$ cat src/design/rpt_pkg.sv
`default_nettype none

package rpt_pkg;

  // token codes on the result channel
  typedef enum logic [3:0] {
    TK_NORMAL   = 4'd0,
    TK_DOT      = 4'd1,
    TK_QUEST    = 4'd2,
    TK_PLUS     = 4'd3,
    TK_STAR     = 4'd4,
    TK_LB       = 4'd5,
    TK_RB       = 4'd6,
    TK_DASH     = 4'd7,
    TK_LPAR     = 4'd8,
    TK_RPAR     = 4'd9,
    TK_BAR      = 4'd10,
    TK_WORD     = 4'd11,
    TK_NONWORD  = 4'd12,
    TK_EOL      = 4'd13,
    TK_ENDERR   = 4'd14,
    TK_CLASSERR = 4'd15
  } tk_e;

  // pattern characters with a meaning of their own
  localparam logic [7:0] CH_ESC    = 8'h2F; // '/'
  localparam logic [7:0] CH_LB     = 8'h5B; // '['
  localparam logic [7:0] CH_RB     = 8'h5D; // ']'
  localparam logic [7:0] CH_DASH   = 8'h2D; // '-'
  localparam logic [7:0] CH_LPAR   = 8'h28; // '('
  localparam logic [7:0] CH_RPAR   = 8'h29; // ')'
  localparam logic [7:0] CH_BAR    = 8'h7C; // '|'
  localparam logic [7:0] CH_WORD   = 8'h77; // 'w'
  localparam logic [7:0] CH_NWORD  = 8'h57; // 'W'
  localparam logic [7:0] CH_DOT    = 8'h2E; // '.'
  localparam logic [7:0] CH_QUEST  = 8'h3F; // '?'
  localparam logic [7:0] CH_PLUS   = 8'h2B; // '+'
  localparam logic [7:0] CH_STAR   = 8'h2A; // '*'
  localparam logic [7:0] CH_NUL    = 8'h00;

  // input kind codes
  localparam logic KIND_CHAR = 1'b0;
  localparam logic KIND_EOL  = 1'b1;

  // result queue sizing: room for one item in flight plus one being accepted
  localparam int unsigned FIFO_DEPTH = 4;
  localparam int unsigned PTR_W      = $clog2(FIFO_DEPTH);
  localparam int unsigned CNT_W      = $clog2(FIFO_DEPTH + 1);
  localparam int unsigned MAX_RES    = 2;
  localparam int unsigned ACCEPT_MAX = FIFO_DEPTH - MAX_RES;

  // one result item
  typedef struct packed {
    tk_e        token;
    logic [7:0] literal;
    logic       last;
  } rpt_res_t;

  // results of one input item, pushed into the queue together
  typedef struct packed {
    logic [1:0] num;
    rpt_res_t   first;
    rpt_res_t   second;
  } rpt_push_t;

endpackage

`default_nettype wire

$ cat src/design/rpt_lexer.sv
`default_nettype none

module rpt_lexer
  import rpt_pkg::*;
(
  input  wire logic       clk_i,
  input  wire logic       rst_ni,
  input  wire logic       accept_i,
  input  wire logic       kind_i,
  input  wire logic [7:0] ch_i,
  output rpt_push_t       push_o
);

  logic       s1_valid_q;
  logic       kind_q;
  logic [7:0] ch_q;
  logic       in_class_q, in_class_d;
  logic       esc_q, esc_d;

  logic [1:0] num;
  tk_e        tok0, tok1;
  logic [7:0] lit0, lit1;

  // input register
  always_ff @(posedge clk_i or negedge rst_ni) begin
    if (!rst_ni) begin
      s1_valid_q <= 1'b0;
    end else begin
      s1_valid_q <= accept_i;
    end
  end

  always_ff @(posedge clk_i) begin
    if (accept_i) begin
      kind_q <= kind_i;
      ch_q   <= ch_i;
    end
  end

  // lexer flags, advanced once per registered item
  always_ff @(posedge clk_i or negedge rst_ni) begin
    if (!rst_ni) begin
      in_class_q <= 1'b0;
      esc_q      <= 1'b0;
    end else if (s1_valid_q) begin
      in_class_q <= in_class_d;
      esc_q      <= esc_d;
    end
  end

  // token decode for one item
  always_comb begin
    num        = 2'd1;
    tok0       = TK_NORMAL;
    lit0       = 8'h00;
    tok1       = TK_NORMAL;
    lit1       = 8'h00;
    in_class_d = in_class_q;
    esc_d      = esc_q;
    if (kind_q == KIND_EOL) begin
      // end of line drops both flags; a dangling escape reports first
      in_class_d = 1'b0;
      esc_d      = 1'b0;
      if (esc_q) begin
        num  = 2'd2;
        tok0 = in_class_q ? TK_CLASSERR : TK_ENDERR;
        tok1 = TK_EOL;
      end else begin
        tok0 = TK_EOL;
      end
    end else if (esc_q) begin
      esc_d = 1'b0;
      if (ch_q == CH_NUL) begin
        // premature end after an escape
        tok0 = in_class_q ? TK_CLASSERR : TK_ENDERR;
      end else if (in_class_q) begin
        if (ch_q inside {CH_DASH, CH_RB, CH_ESC}) begin
          lit0 = ch_q;
        end else begin
          num  = 2'd2;
          lit0 = CH_ESC;
          lit1 = ch_q;
        end
      end else begin
        case (ch_q)
          CH_LPAR:  tok0 = TK_LPAR;
          CH_RPAR:  tok0 = TK_RPAR;
          CH_BAR:   tok0 = TK_BAR;
          CH_WORD:  tok0 = TK_WORD;
          CH_NWORD: tok0 = TK_NONWORD;
          default: begin
            if (ch_q inside {CH_DOT, CH_QUEST, CH_PLUS, CH_STAR, CH_LB, CH_RB, CH_ESC})
            begin
              lit0 = ch_q;
            end else begin
              num  = 2'd2;
              lit0 = CH_ESC;
              lit1 = ch_q;
            end
          end
        endcase
      end
    end else if (ch_q == CH_ESC) begin
      num   = 2'd0;
      esc_d = 1'b1;
    end else if (in_class_q) begin
      case (ch_q)
        CH_RB: begin
          tok0       = TK_RB;
          in_class_d = 1'b0;
        end
        CH_DASH: tok0 = TK_DASH;
        CH_NUL:  tok0 = TK_CLASSERR;
        default: lit0 = ch_q;
      endcase
    end else begin
      case (ch_q)
        CH_DOT:   tok0 = TK_DOT;
        CH_QUEST: tok0 = TK_QUEST;
        CH_PLUS:  tok0 = TK_PLUS;
        CH_STAR:  tok0 = TK_STAR;
        CH_LB: begin
          tok0       = TK_LB;
          in_class_d = 1'b1;
        end
        default:  lit0 = ch_q;
      endcase
    end
  end

  // results handed to the queue
  always_comb begin
    push_o.num            = s1_valid_q ? num : 2'd0;
    push_o.first.token    = tok0;
    push_o.first.literal  = lit0;
    push_o.first.last     = (num == 2'd1);
    push_o.second.token   = tok1;
    push_o.second.literal = lit1;
    push_o.second.last    = 1'b1;
  end

  // end of line leaves the lexer in its reset state
  assert property (@(posedge clk_i) disable iff (!rst_ni)
    s1_valid_q && kind_q == KIND_EOL |=> !in_class_q && !esc_q)
    else $error("flags not cleared after end of line");

  // flags only move when an item is processed
  assert property (@(posedge clk_i) disable iff (!rst_ni)
    !s1_valid_q |=> $stable(in_class_q) && $stable(esc_q))
    else $error("lexer flags changed without an item");

  // an escape character by itself yields no result
  assert property (@(posedge clk_i) disable iff (!rst_ni)
    s1_valid_q && push_o.num == 2'd0 |=> esc_q)
    else $error("silent item did not leave an escape pending");

endmodule

`default_nettype wire

$ cat src/design/rpt_result_fifo.sv
`default_nettype none

module rpt_result_fifo
  import rpt_pkg::*;
(
  input  wire logic             clk_i,
  input  wire logic             rst_ni,
  input  wire rpt_push_t        push_i,
  input  wire logic             pop_i,
  output logic      [CNT_W-1:0] level_o,
  output logic                  valid_o,
  output rpt_res_t              head_o
);

  rpt_res_t               mem_q [FIFO_DEPTH];
  logic     [PTR_W-1:0]   wr_q, wr_d;
  logic     [PTR_W-1:0]   rd_q, rd_d;
  logic     [CNT_W-1:0]   cnt_q, cnt_d;
  logic     [PTR_W-1:0]   wr_next;
  logic                   pop;

  assign pop     = pop_i && (cnt_q != '0);
  assign wr_next = wr_q + PTR_W'(1);

  // pointer and fill level update
  always_comb begin
    wr_d  = wr_q + PTR_W'(push_i.num);
    rd_d  = pop ? rd_q + PTR_W'(1) : rd_q;
    cnt_d = cnt_q + CNT_W'(push_i.num) - CNT_W'(pop);
  end

  always_ff @(posedge clk_i or negedge rst_ni) begin
    if (!rst_ni) begin
      wr_q  <= '0;
      rd_q  <= '0;
      cnt_q <= '0;
    end else begin
      wr_q  <= wr_d;
      rd_q  <= rd_d;
      cnt_q <= cnt_d;
    end
  end

  // result storage, up to two writes per cycle
  always_ff @(posedge clk_i) begin
    if (push_i.num != 2'd0) begin
      mem_q[wr_q] <= push_i.first;
    end
    if (push_i.num == 2'd2) begin
      mem_q[wr_next] <= push_i.second;
    end
  end

  assign level_o = cnt_q;
  assign valid_o = (cnt_q != '0);
  assign head_o  = mem_q[rd_q];

  // fill level never passes the depth
  assert property (@(posedge clk_i) disable iff (!rst_ni)
    cnt_q <= CNT_W'(FIFO_DEPTH))
    else $error("result queue overflow");

  // a push always finds room
  assert property (@(posedge clk_i) disable iff (!rst_ni)
    {1'b0, cnt_q} + {2'b00, push_i.num} <= (CNT_W + 1)'(FIFO_DEPTH) + (CNT_W + 1)'(pop))
    else $error("push into a full result queue");

  // level tracks pushes and pops
  assert property (@(posedge clk_i) disable iff (!rst_ni)
    1'b1 |=> cnt_q == $past(cnt_q) + CNT_W'($past(push_i.num)) - CNT_W'($past(pop)))
    else $error("result queue level out of step");

endmodule

`default_nettype wire

$ cat src/design/regex_pattern_tokenizer_core.sv
`default_nettype none

// Regular-expression pattern lexer. Each input item is one pattern byte
// (kind 0) or an end-of-line mark (kind 1); '/' is the escape character.
// An item gives zero, one or two result items (token, literal, last), with
// last set on the final result of each input item. Items pass an input
// register and a combinational decode into a four-entry result queue; the
// first result reaches the output after the input register and the queue.
// The block takes one input item per cycle while each gives at most one
// result and out_stall_i is low; the output port moves one result per cycle
// while not stalled. Input stall rises when the queue, counting the item in
// the decode stage, could not hold two more results.

module regex_pattern_tokenizer_core
  import rpt_pkg::*;
(
  input  wire logic       clk_i,
  input  wire logic       rst_ni,
  input  wire logic       in_valid_i,
  output logic            in_stall_o,
  input  wire logic       kind_i,
  input  wire logic [7:0] ch_i,
  output logic            out_valid_o,
  input  wire logic       out_stall_i,
  output logic      [3:0] token_o,
  output logic      [7:0] literal_o,
  output logic            last_o
);

  rpt_push_t              push;
  rpt_res_t               head;
  logic     [CNT_W-1:0]   level;
  logic                   in_accept;
  logic                   out_pop;
  logic     [CNT_W:0]     committed;

  // results already queued plus those of the item in decode
  assign committed  = {1'b0, level} + (CNT_W + 1)'(push.num);
  assign in_stall_o = committed > (CNT_W + 1)'(ACCEPT_MAX);
  assign in_accept  = in_valid_i && !in_stall_o;
  assign out_pop    = out_valid_o && !out_stall_i;

  rpt_lexer u_lexer (
    .clk_i    (clk_i),
    .rst_ni   (rst_ni),
    .accept_i (in_accept),
    .kind_i   (kind_i),
    .ch_i     (ch_i),
    .push_o   (push)
  );

  rpt_result_fifo u_fifo (
    .clk_i   (clk_i),
    .rst_ni  (rst_ni),
    .push_i  (push),
    .pop_i   (out_pop),
    .level_o (level),
    .valid_o (out_valid_o),
    .head_o  (head)
  );

  // output fields straight from the queue head
  assign token_o   = head.token;
  assign literal_o = head.literal;
  assign last_o    = head.last;

endmodule

`default_nettype wire
$ cat config.mk
export PLATFORM = sky130hd
export DESIGN_NAME = regex_pattern_tokenizer_core
export DESIGN_NICKNAME = d
export VERILOG_FILES = /design/src/design/rpt_pkg.sv /design/src/design/rpt_lexer.sv /design/src/design/rpt_result_fifo.sv /design/src/design/regex_pattern_tokenizer_core.sv
export SDC_FILE = /design/constraint.sdc
export NUM_CORES = 1
export LEC_CHECK = 0
export BUFFER_PORTS_ARGS = -buffer_cell sky130_fd_sc_hd__buf_2
export CAP_MARGIN = 5
export CORE_MARGIN = 4
export CORE_UTILIZATION = 60
export CTS_CLUSTER_SIZE = 40
export DETAILED_ROUTE_END_ITERATION = 10
export GPL_TIMING_DRIVEN = 0
export PLACE_DENSITY_LB_ADDON = 0.1
export RECOVER_POWER = 25
export SLEW_MARGIN = 5
export SYNTH_ARGS = -nofsm -noshare
export SYNTH_HDL_FRONTEND = slang
export SYNTH_SLANG_ARGS = --single-unit
$ cat constraint.sdc
create_clock -name clk_i -period 4.7 [get_ports clk_i]
set_input_delay 0.94 -clock clk_i [delete_from_list [all_inputs] [get_ports clk_i]]
set_output_delay 0.94 -clock clk_i [all_outputs]
set_load 0.005 [all_outputs]
# ---- Yosys cells after proc, flatten, opt, wreduce, memory -nomap -nowiden
# Memory sizes are Yosys's and may differ from the RTL's.
# Index checks and enable logic that the tools add are counted.
dict set report totals {
  reg_bits 19
  mem_bits_rw 52
  out_inout_bits 15
  wordCells 101
  n_memories 1
}
# memory words width rd rd_ports_with_merged_regs write_ports line_no
set memory_table {}
lappend memory_table {u_fifo.mem_q 4 13 1 0 2 rpt_result_fifo.sv:15} ;# rpt_res_t mem_q [FIFO_DEPTH];
dict set report op_classes {
  n_addsub 6
  n_lt_le_gt_ge 1
  eq_ne 17
  muxes 54
  reduce_logical 14
}
# operator n
set ops {}
lappend ops {{two-way mux 8 bit} 18}
lappend ops {{== test 8 x 6 -> 1 bit (second input constant)} 8}
lappend ops {{== test 8 x 7 -> 1 bit (second input constant)} 5}
lappend ops {{two-way mux 4 bit} 9}
lappend ops {{one-hot mux 4 bit (5 select lines)} 1}
lappend ops {{two-way mux 2 bit} 9}
lappend ops {{two-way mux 1 bit} 15}
lappend ops {{one-hot mux 3 bit (5 select lines)} 1}
lappend ops {{one-hot mux 4 bit (3 select lines)} 1}
lappend ops {{OR reduction 5 bit} 2}
lappend ops {{zero test 8 bit} 1}
lappend ops {{nonzero test 7 bit} 1}
lappend ops {{nonzero test 3 bit} 2}
lappend ops {{adder 2 x 1 -> 2 bit (second input constant)} 2}
lappend ops {{adder 3 x 2 -> 4 bit} 1}
lappend ops {{> comparator 4 x 2 -> 1 bit (second input constant)} 1}
lappend ops {{inequality test 2 x 1 -> 1 bit (second input constant)} 2}
lappend ops {{adder 3 x 2 -> 3 bit} 1}
lappend ops {{logical AND 1 bit} 3}
lappend ops {{AND reduction 3 bit} 1}
lappend ops {{OR reduction 3 bit} 1}
lappend ops {{subtractor 3 x 1 -> 3 bit} 1}
lappend ops {{adder 2 bit} 1}
lappend ops {{== test 2 x 1 -> 1 bit (second input constant)} 1}
lappend ops {{3 further kinds} 4}

# ---- Longest topological paths before layout
# Gate-level depths: netlist (run 1).
dict set report logic_depth {
  depth_word 13
  ltp_mapped 14
}

# ---- Modules after synthesis
# Synthesis (run 1) repeated with hierarchy kept, for this count alone.
dict set report hier_totals {
  hier_cells 314
  hier_area_um2 4287.9
}
# mod n_inst cells_per_inst area_each_um2 seq_area_each_um2
set modules_own_cells {}
lappend modules_own_cells {rpt_result_fifo 1 165 2971.6 1736.7}
lappend modules_own_cells {rpt_lexer 1 137 1216.2 345.3}
lappend modules_own_cells {regex_pattern_tokenizer_core 1 12 100.1 0.0}

# ---- Worst setup path before layout (run 1)
# Ideal clock, no wire load.
dict set report synth_path {
  path_kind {reg-to-output}
  start {register u_lexer.ch_q[6]}
  end {output in_stall_o}
  t_arrival_ps 2677
  required_ps 3760
  slack_ps 1083
  stages_incl_launch_ff 12
  path_cell_list {edfxtp_1 > nand2b_1 > a211o_1 > a2111oi_2 > nor3_4 > nand2_1 > o21ai_0 > a21oi_1 > ha_1 > fa_1 > nand2_1 > nand2_1}
}
dict set report synth_between {
  elab_chain_cells 11
}
# item line_no
set synth_lines {}
lappend synth_lines {{start, declared} rpt_lexer.sv:16} ;# logic [7:0] ch_q;
lappend synth_lines {{start signal, assigned} rpt_lexer.sv:36} ;# ch_q <= ch_i;
lappend synth_lines {{== test 8 x 6 -> 1 bit (tied with other cells)} rpt_lexer.sv:92} ;# if (ch_q inside {CH_DOT, CH_QUEST, CH_PLUS, CH_STAR, CH_LB, CH_RB, CH_ESC})
lappend synth_lines {{nonzero test 7 bit} rpt_lexer.sv:92}
lappend synth_lines {{two-way mux 2 bit} rpt_lexer.sv:92}
lappend synth_lines {{two-way mux 2 bit} rpt_lexer.sv:85} ;# case (ch_q)
lappend synth_lines {{two-way mux 2 bit} rpt_lexer.sv:76} ;# end else if (in_class_q) begin
lappend synth_lines {{two-way mux 2 bit} rpt_lexer.sv:73} ;# if (ch_q == CH_NUL) begin
lappend synth_lines {{two-way mux 2 bit (*)} rpt_lexer.sv:71} ;# end else if (esc_q) begin
lappend synth_lines {{two-way mux 2 bit (*)} rpt_lexer.sv:60} ;# if (kind_q == KIND_EOL) begin
lappend synth_lines {{two-way mux 2 bit (*)} rpt_lexer.sv:133} ;# push_o.num = s1_valid_q ? num : 2'd0;
lappend synth_lines {{adder 3 x 2 -> 4 bit (*)} regex_pattern_tokenizer_core.sv:38} ;# assign committed = {1'b0, level} + (CNT_W + 1)'(push.num);
lappend synth_lines {{> comparator 4 x 2 -> 1 bit (*)} regex_pattern_tokenizer_core.sv:39} ;# assign in_stall_o = committed > (CNT_W + 1)'(ACCEPT_MAX);
lappend synth_lines {{end, declared} regex_pattern_tokenizer_core.sv:20} ;# output logic in_stall_o,
# Every way passes the cells marked *; elsewhere a longest branch is shown, timed or not.

# ---- Final worst setup path (run 1)
dict set report layout_path {
  start {register u_lexer.ch_q[4]}
  end {output in_stall_o}
}
# The elaborated chain is that of the path after synthesis.

==> out/metrics.yaml, run 1 <==
outcome:
  status: "finished, final reports clean"
pwr:
  combPwrFrac_pct: 38.5
  seq_power_share_pct: 41.1
  switching_power_mw: 0.812
  peakVddDrop_mv: 0.401
  power.total_mw: 2.24
  p_int_mw: 1.43
  p_sw_share_pct: 36.2
  p_per_area_mw_per_mm2: 512
  p_clk_share_pct: 20.3
  power.leakage_nw: 1.66
hold_path:
  hold_class: "reg2reg"
route:
  drc_errors: 0
  finalWirelength_um: 8480
  drt_pass1_iterations: 4
  drt_iter0_drc: 201
  wl_per_cell_um: 18.8
  vias: 2815
  drt.antenna.violating_nets: 0
  vias_per_cell: 6.23
logic_synthesis:
  yosysTopAreaCellShare_pct: 40.3
  netlist_area_mm2: 0.00395
  synth_top_family_by_area: "compound AO/OA/AOI/OAI gates"
  synthArstFlopShare_pct: 14.1
  synth_enable_flop_cells: 53
  synth_compound_area_share_pct: 16.6
  yosysMostFrequentCell: "edfxtp_1"
  ys_warn_count: 0
  synth_seq_area_share_pct: 50.7
  synth_xor_area_share_pct: 1.55
  syn_area_per_cell_um2: 12.0
  netlist_top_cells_area: "edfxtp_1, mux4_2, dfrtp_1, dfxtp_1, o21a_1"
  synthSimpleGateAreaFrac_pct: 15.6
  synthCells: 330
  synthMuxAreaShare_pct: 8.71
  synth_top_area_cell: "edfxtp_1"
  ys_ff_latch: 71
  yosysUniqueCellTypes: 69
  yosys-top-cells-count: "edfxtp_1, nor2_1, nand2_1, o21ai_0, o21a_1"
  synth_fa_ha_area_share_pct: 2.91
  synthesis.nets: 351
  ys.flop_type: "edfxtp_1"
sta:
  hold_viol: 0
  fin_crit_ns: 4.37
  fmax_mhz: 229
  fin_ws_ns: 0.334
  setup_viol: 0
  grt_setup_unrepaired: "no"
  relSlewSlack_pct: 42.0
  skew_ns: 0.0117
  setup_tns_ns: 0
  period_share_pct: 92.9
  tightest_slew_ns: 0.870
  slew_violations: 0
worst_setup_path:
  cp_data_required_time_ns: 3.76
  startpoint_type: "flip-flop"
  arrival_ns: 3.43
  worstSetupPathType: "reg2out"
  worstPathMaxFanout: 10
  crit_path_end_kind: "primary output"
cells_and_area:
  postLayoutCoreUtil_pct: 68.7
  nets: 391
  n_antenna_cell: 0
  fillers: 479
  drive_above_1_share_pct: 21.6
  design_area_mm2: 0.00439
  syn_to_final_growth_pct: 11.0
clock_tree:
  cts_max_level: 3
  cts_buffer_depth: 2
  clock_tree.root_cell: "clkbuf_8"
  path_clk_slew_ns: 0.08
  clkLatencyLatePin_ns: 0.35
  cts_hold_buf: 0
  cts_buffers: 9
  post_cts_buffers: 0
  cts_tree: "built"
  clock_sinks: 71
grt:
  grt_pass1_wl_um: 13800
  grt_overflow: 0
  grt_pass1_vias: 2714
  antenna_found_initial: 0
  grt_max_degree: 14
  grtUsageTotal_pct: 23.5
floorplan:
  die_y_um: 89.2
  start_util_pct: 61.9
  dieArea_mm2: 0.00795
  rows: 29
  fp.dieW_um: 89.2
  io_pins: 28
  core_mm2: 0.00639
placement:
  dp_hpwl_um: 6170
  dp_worst_setup_slack_ns: 0.641
  gp_congestion: 0.956
  portBuffers: 27
  placed_cell_area_mm2: 0.00420
job:
  maxCapViolCount: 0
[path summary, 6_finish.rpt]
kind	from	to	slack, ns	cells after the start
setup / recovery	u_lexer.ch_q[4]$_DFFE_PP_	in_stall_o	0.33	12
min in group asynchronous	rst_ni	u_fifo.level_o[1]$_DFF_PN0_	0.56	1
max in group asynchronous	rst_ni	u_lexer.in_class_q$_DFFE_PN0P_	3.73	1
hold reg to reg	u_fifo.mem_q[0][0]$_SDFFE_PP1P_	u_fifo.mem_q[0][0]$_SDFFE_PP1P_	0.47	1
setup reg to reg	u_lexer.ch_q[4]$_DFFE_PP_	u_lexer.ch_q[1]$_DFFE_PP_	1.03	11
hold / removal	u_fifo.mem_q[0][0]$_SDFFE_PP1P_	u_fifo.mem_q[0][0]$_SDFFE_PP1P_	0.47	1
[kinds of logic (layout without fill, tap and decap cells)]
logic type	count (synthesis)	in the layout
AO/OA/AOI/OAI	88	88
buffers and inverters	33	78
adder cells (fa/ha/maj)	8	8
flip-flops	71	71
AND/OR/NAND/NOR	105	105
XOR/XNOR	7	7
multiplexers	18	18
[power groups by stage]
stage,Clock [mW],Sequential (mW),Combinational (mW)
after floorplan,0,0.907,0.625
after global placement,0,0.931,0.841
after detailed placement,0,0.936,0.864
after CTS,0.460,0.922,0.869
after global routing,0.498,0.937,0.961
final,0.456,0.923,0.864
[area by class of cell]
class	count	area [um2]	share of cell area, %
Sequential cell	71	2000	45.6
Inverter	13	48.8	1.11
Multi-Input combinational cell	226	1800	41.1
Timing Repair Buffer	29	148	3.37
Clock buffer	11	153	3.48
Buffer	20	105	2.40
Tap cell	77	96.3	2.20
Clock inverter	5	32.5	0.742
[routing by layer]
layer  vias to the layer above  routed length [um]  track usage [%]
li1                       1349                   -                -
met1                      1381                3860             32.4
met2                        73                4110             37.2
met3                        12                 429             5.81
met4                         0                  91             6.90
met5                         -                   0                0
[cell usage in the layout, fill, tap and decap left out, drive strengths merged, types with 3 or more instances in the layout]
cell type  synthesis  routed
a21boi             5       5
a21oi             12      12
and2              14      14
and4b              3       3
buf               14      39
clkbuf             6      21
clkinv             0       5
dfrtp             10      10
dfxtp              8       8
edfxtp            53      53
ha                 6       6
inv               13      13
mux2i              4       4
mux4              13      13
nand2             20      20
nand3             10      10
nand4              7       7
nor2              22      22
nor2b              3       3
nor3               3       3
nor3b              4       4
o21a              17      17
o21ai             23      23
o22ai              3       3
o31ai              6       6
or3                4       4
xnor2              4       4
xor2               3       3
[worst max-delay path, cell delays in order, from the launching register on]
cell	delay, ns
edfxtp_1	0.52
nor4b_4	0.50
a22oi_1	0.18
o211ai_2	0.30
nor3_4	0.14
nand2_1	0.09
o21ai_0	0.08
a21oi_1	0.32
ha_1	0.25
fa_1	0.42
nand2_1	0.09
nand2_1	0.05
buf_2	0.13
[state kept, by name, indices dropped and copies added (netlist names)]
name and flops:
u_fifo.mem_q 52, u_lexer.ch_q 8, u_fifo.level_o 3, u_fifo.rd_q 2, u_fifo.wr_q 2, u_lexer.esc_q 1, u_lexer.in_class_q 1, u_lexer.kind_q 1
u_lexer.s1_valid_q 1
[stage by stage]
stage | cells | hold WS, ns
floorplan | 330 | 0.431
global placement | 434 | 0.448
detailed placement | 436 | 0.454
CTS | 452 | 0.446
global route | 452 | 0.490
finish | 452 | 0.468
[timing repair]
action / 4_1_cts / 5_1_grt
gates resized for setup: 0 / 1
endpoints found under the hold margin: 0 / 0
endpoints found under the setup margin: 0 / 1
(Power assumes the default switching activity.)
==> inputs of run 2 (changes only) <==
- SETUP_SLACK_MARGIN: not set -> 0.02
- clock period: 4.7 -> 4.5 ns (I/O delays scaled with it)
==> run 2 against run 1 <==
Compared with the run above: non-clock buffer count rose by 5; power rose by 5.3%; count of clock-buffer cells in the layout did not move; first-iteration DRC count grew 13%; core utilization is 0.74 points higher; wire length rose by 1.3%; die area did not move; worst hold slack improved by 0.0011 ns; critical path depth grew 1; sequential power up 4.4%; sequential cell count stayed put.
==> out/metrics.yaml, run 2 (synthesis gave the netlist of run 1 again) <==
grt:
  antenna_found_initial: 0  # unchanged
  grtUsageTotal_pct: 23.5  # unchanged
  grt_overflow: 0  # unchanged
  grt_pass1_wl_um: 13800  # unchanged
  grt_max_degree: 14  # unchanged
  grt_pass1_vias: 2714  # unchanged
worst_setup_path:
  reg2reg_depth: 12  # +1
  arrival_ns: 3.36  # -0.07 ns
  max_stage_delay_ns: 0.50  # -0.02 ns
  reg2reg_to: "u_lexer.ch_q[5]$_DFFE_PP_"
  cp_slowest_cell: "edfxtp_1"
  timing.rr.start: "u_lexer.ch_q[2]$_DFFE_PP_"
  cp_data_required_time_ns: 3.60  # -0.16 ns
  r2r_setup_slack_ns: 0.89  # -0.14 ns
  crit_chain: "buf_4 > nor3b_1 > a22oi_1 > o211ai_2 > nor3_4 > nand2_1 > o21ai_0 > a21oi_1 > ha_1 > fa_1 > nand2_1 > nand2_1 > buf_2"
  worstSetupPathType: "reg2out"
  crit_path_end_kind: "primary output"
  cp_num_buf_inv: 2  # +1
  path_delay_family: "compound AO/OA/AOI/OAI gates"
  cpMostUsedCell: "nand2_1"
  worstPathMaxFanout: 10  # unchanged
  startpoint_type: "flip-flop"
route:
  drt.antenna.violating_nets: 0  # unchanged
  finalWirelength_um: 8600  # +1.3%
  drt_pass1_iterations: 4  # unchanged
  wl_per_cell_um: 18.8  # +0.22%
  vias_per_cell: 6.20  # -0.50%
  drt_iter0_drc: 228  # +13%
  drc_errors: 0  # unchanged
  vias: 2832  # +0.60%
placement:
  portBuffers: 27  # unchanged
  dp_hpwl_um: 6170  # unchanged
  gp_congestion: 0.956  # unchanged
cells_and_area:
  syn_to_final_growth_pct: 12.2
  drive_above_1_share_pct: 23.7  # +2.1 points
  multi_input_area_mm2: 0.00181  # +0.35%
  postLayoutCoreUtil_pct: 69.4  # +0.74 points
  largest_reg_flops: 52  # unchanged
  final_cell_mix: "edfxtp_1, buf_2, nor2_1"
  fillers: 478  # -0.21%
  nets: 396  # +1.3%
  layout_commonest_cell: "edfxtp_1"
  regArea_mm2: 0.00200  # unchanged
  n_antenna_cell: 0  # unchanged
  top_register: "u_fifo.mem_q"
hold_path:
  hold_path_depth: 1  # unchanged
  min_to: "u_fifo.mem_q[0][0]$_SDFFE_PP1P_"
  hold_class: "reg2reg"
  min_from: "u_fifo.mem_q[0][0]$_SDFFE_PP1P_"
sta:
  hold_ws_ns: 0.469  # +0.00106 ns
  slew_violations: 0  # unchanged
  tightest_slew_ns: 0.873  # +0.00268 ns
  setup_tns_ns: 0  # unchanged
  grt_setup_unrepaired: "no"
  skew_ns: 0.0120  # +0.000269 ns
  fmax_mhz: 235
  relSlewSlack_pct: 41.8  # -0.18 points
  hold_viol: 0  # unchanged
  setup_viol: 0  # unchanged
  fin_crit_ns: 4.26
  period_share_pct: 94.7
clock_tree:
  path_clk_slew_ns: 0.08  # about the same
  cts_buffers: 9  # unchanged
  cts_max_level: 3  # unchanged
  cts_buffer_depth: 2  # unchanged
  cts_hold_buf: 0  # unchanged
  clkLatencyLatePin_ns: 0.36  # about the same
  clock_sinks: 71  # unchanged
  cts_tree: "built"
  clock_tree.root_cell: "clkbuf_8"
floorplan:
  fp.dieW_um: 89.2  # unchanged
  rows: 29  # unchanged
  dieArea_mm2: 0.00795  # unchanged
  io_pins: 28  # unchanged
  start_util_pct: 61.9  # unchanged
  die_y_um: 89.2  # unchanged
  core_mm2: 0.00639  # unchanged
pwr:
  power.leakage_nw: 1.70  # +2.5%
  peakVddDrop_mv: 0.422  # +5.3%
  power.total_mw: 2.36  # +5.3%
  p_per_area_mw_per_mm2: 533  # +4.1%
job:
  maxCapViolCount: 0  # unchanged
outcome:
  status: "finished, final reports clean"
-- run 2: cell count changes in the layout (fill, tap and decap cells not counted), sizes merged --
cell | before | now
clkbuf | 21 | 19
buf | 39 | 46
-- run 2: worst max-delay path by stage --
stage | depth (start not counted) | end | slack, ns | start
3_5_place_dp | 12 | in_stall_o | 0.48 | u_lexer.ch_q[6]$_DFFE_PP_
4_1_cts | 12 | in_stall_o | 0.08 | u_lexer.ch_q[6]$_DFFE_PP_
2_1_floorplan | 11 | in_stall_o | 0.92 | u_lexer.ch_q[6]$_DFFE_PP_
5_1_grt | 12 | in_stall_o | 0.008 | u_lexer.ch_q[4]$_DFFE_PP_
3_3_place_gp | 12 | in_stall_o | 0.51 | u_lexer.ch_q[6]$_DFFE_PP_
6_report | 13 | in_stall_o | 0.24 | u_lexer.ch_q[2]$_DFFE_PP_
-- run 2: area by class of cell --
type / instances / area share, %
timing repair buffer: 34 / 4.21
inverter: 13 / 1.10
sequential: 71 / 45.2
tap: 77 / 2.17
clock buffer: 11 / 3.44
clock inverter: 5 / 0.734
buffer: 20 / 2.43
multi-input combinational: 226 / 40.8
-- run 2: where the power goes --
| group | internal, mW | switching, mW |
|---|---|---|
| registers | 0.870 | 0.0941 |
| clock network | 0.233 | 0.247 |
| logic | 0.402 | 0.515 |
-- run 2: repair_timing --
action,in CTS,in global routing
gates resized for setup,0,3
buffers inserted,0,5
endpoints found under the setup margin,0,1
-- run 2: layer usage --
layer  share of wire, %  track usage, %  vias to the layer above
met1                 47            32.4                     1388
met3                4.2            5.81                       19
met4                1.5            6.90                        0
met5                  0               0                        -
li1                   -               -                     1354
met2                 48            37.2                       71
-- run 2: through the flow --
stage / cells / instance area, um2 / worst slack, ns
6_report: 457 / 4430 / 0.236
5_1_grt: 457 / 4430 / 0.00833
4_1_cts: 452 / 4380 / 0.0808
3_5_place_dp: 436 / 4200 / 0.481
3_3_place_gp: 434 / 4180 / 0.512
2_1_floorplan: 330 / 3950 / 0.923
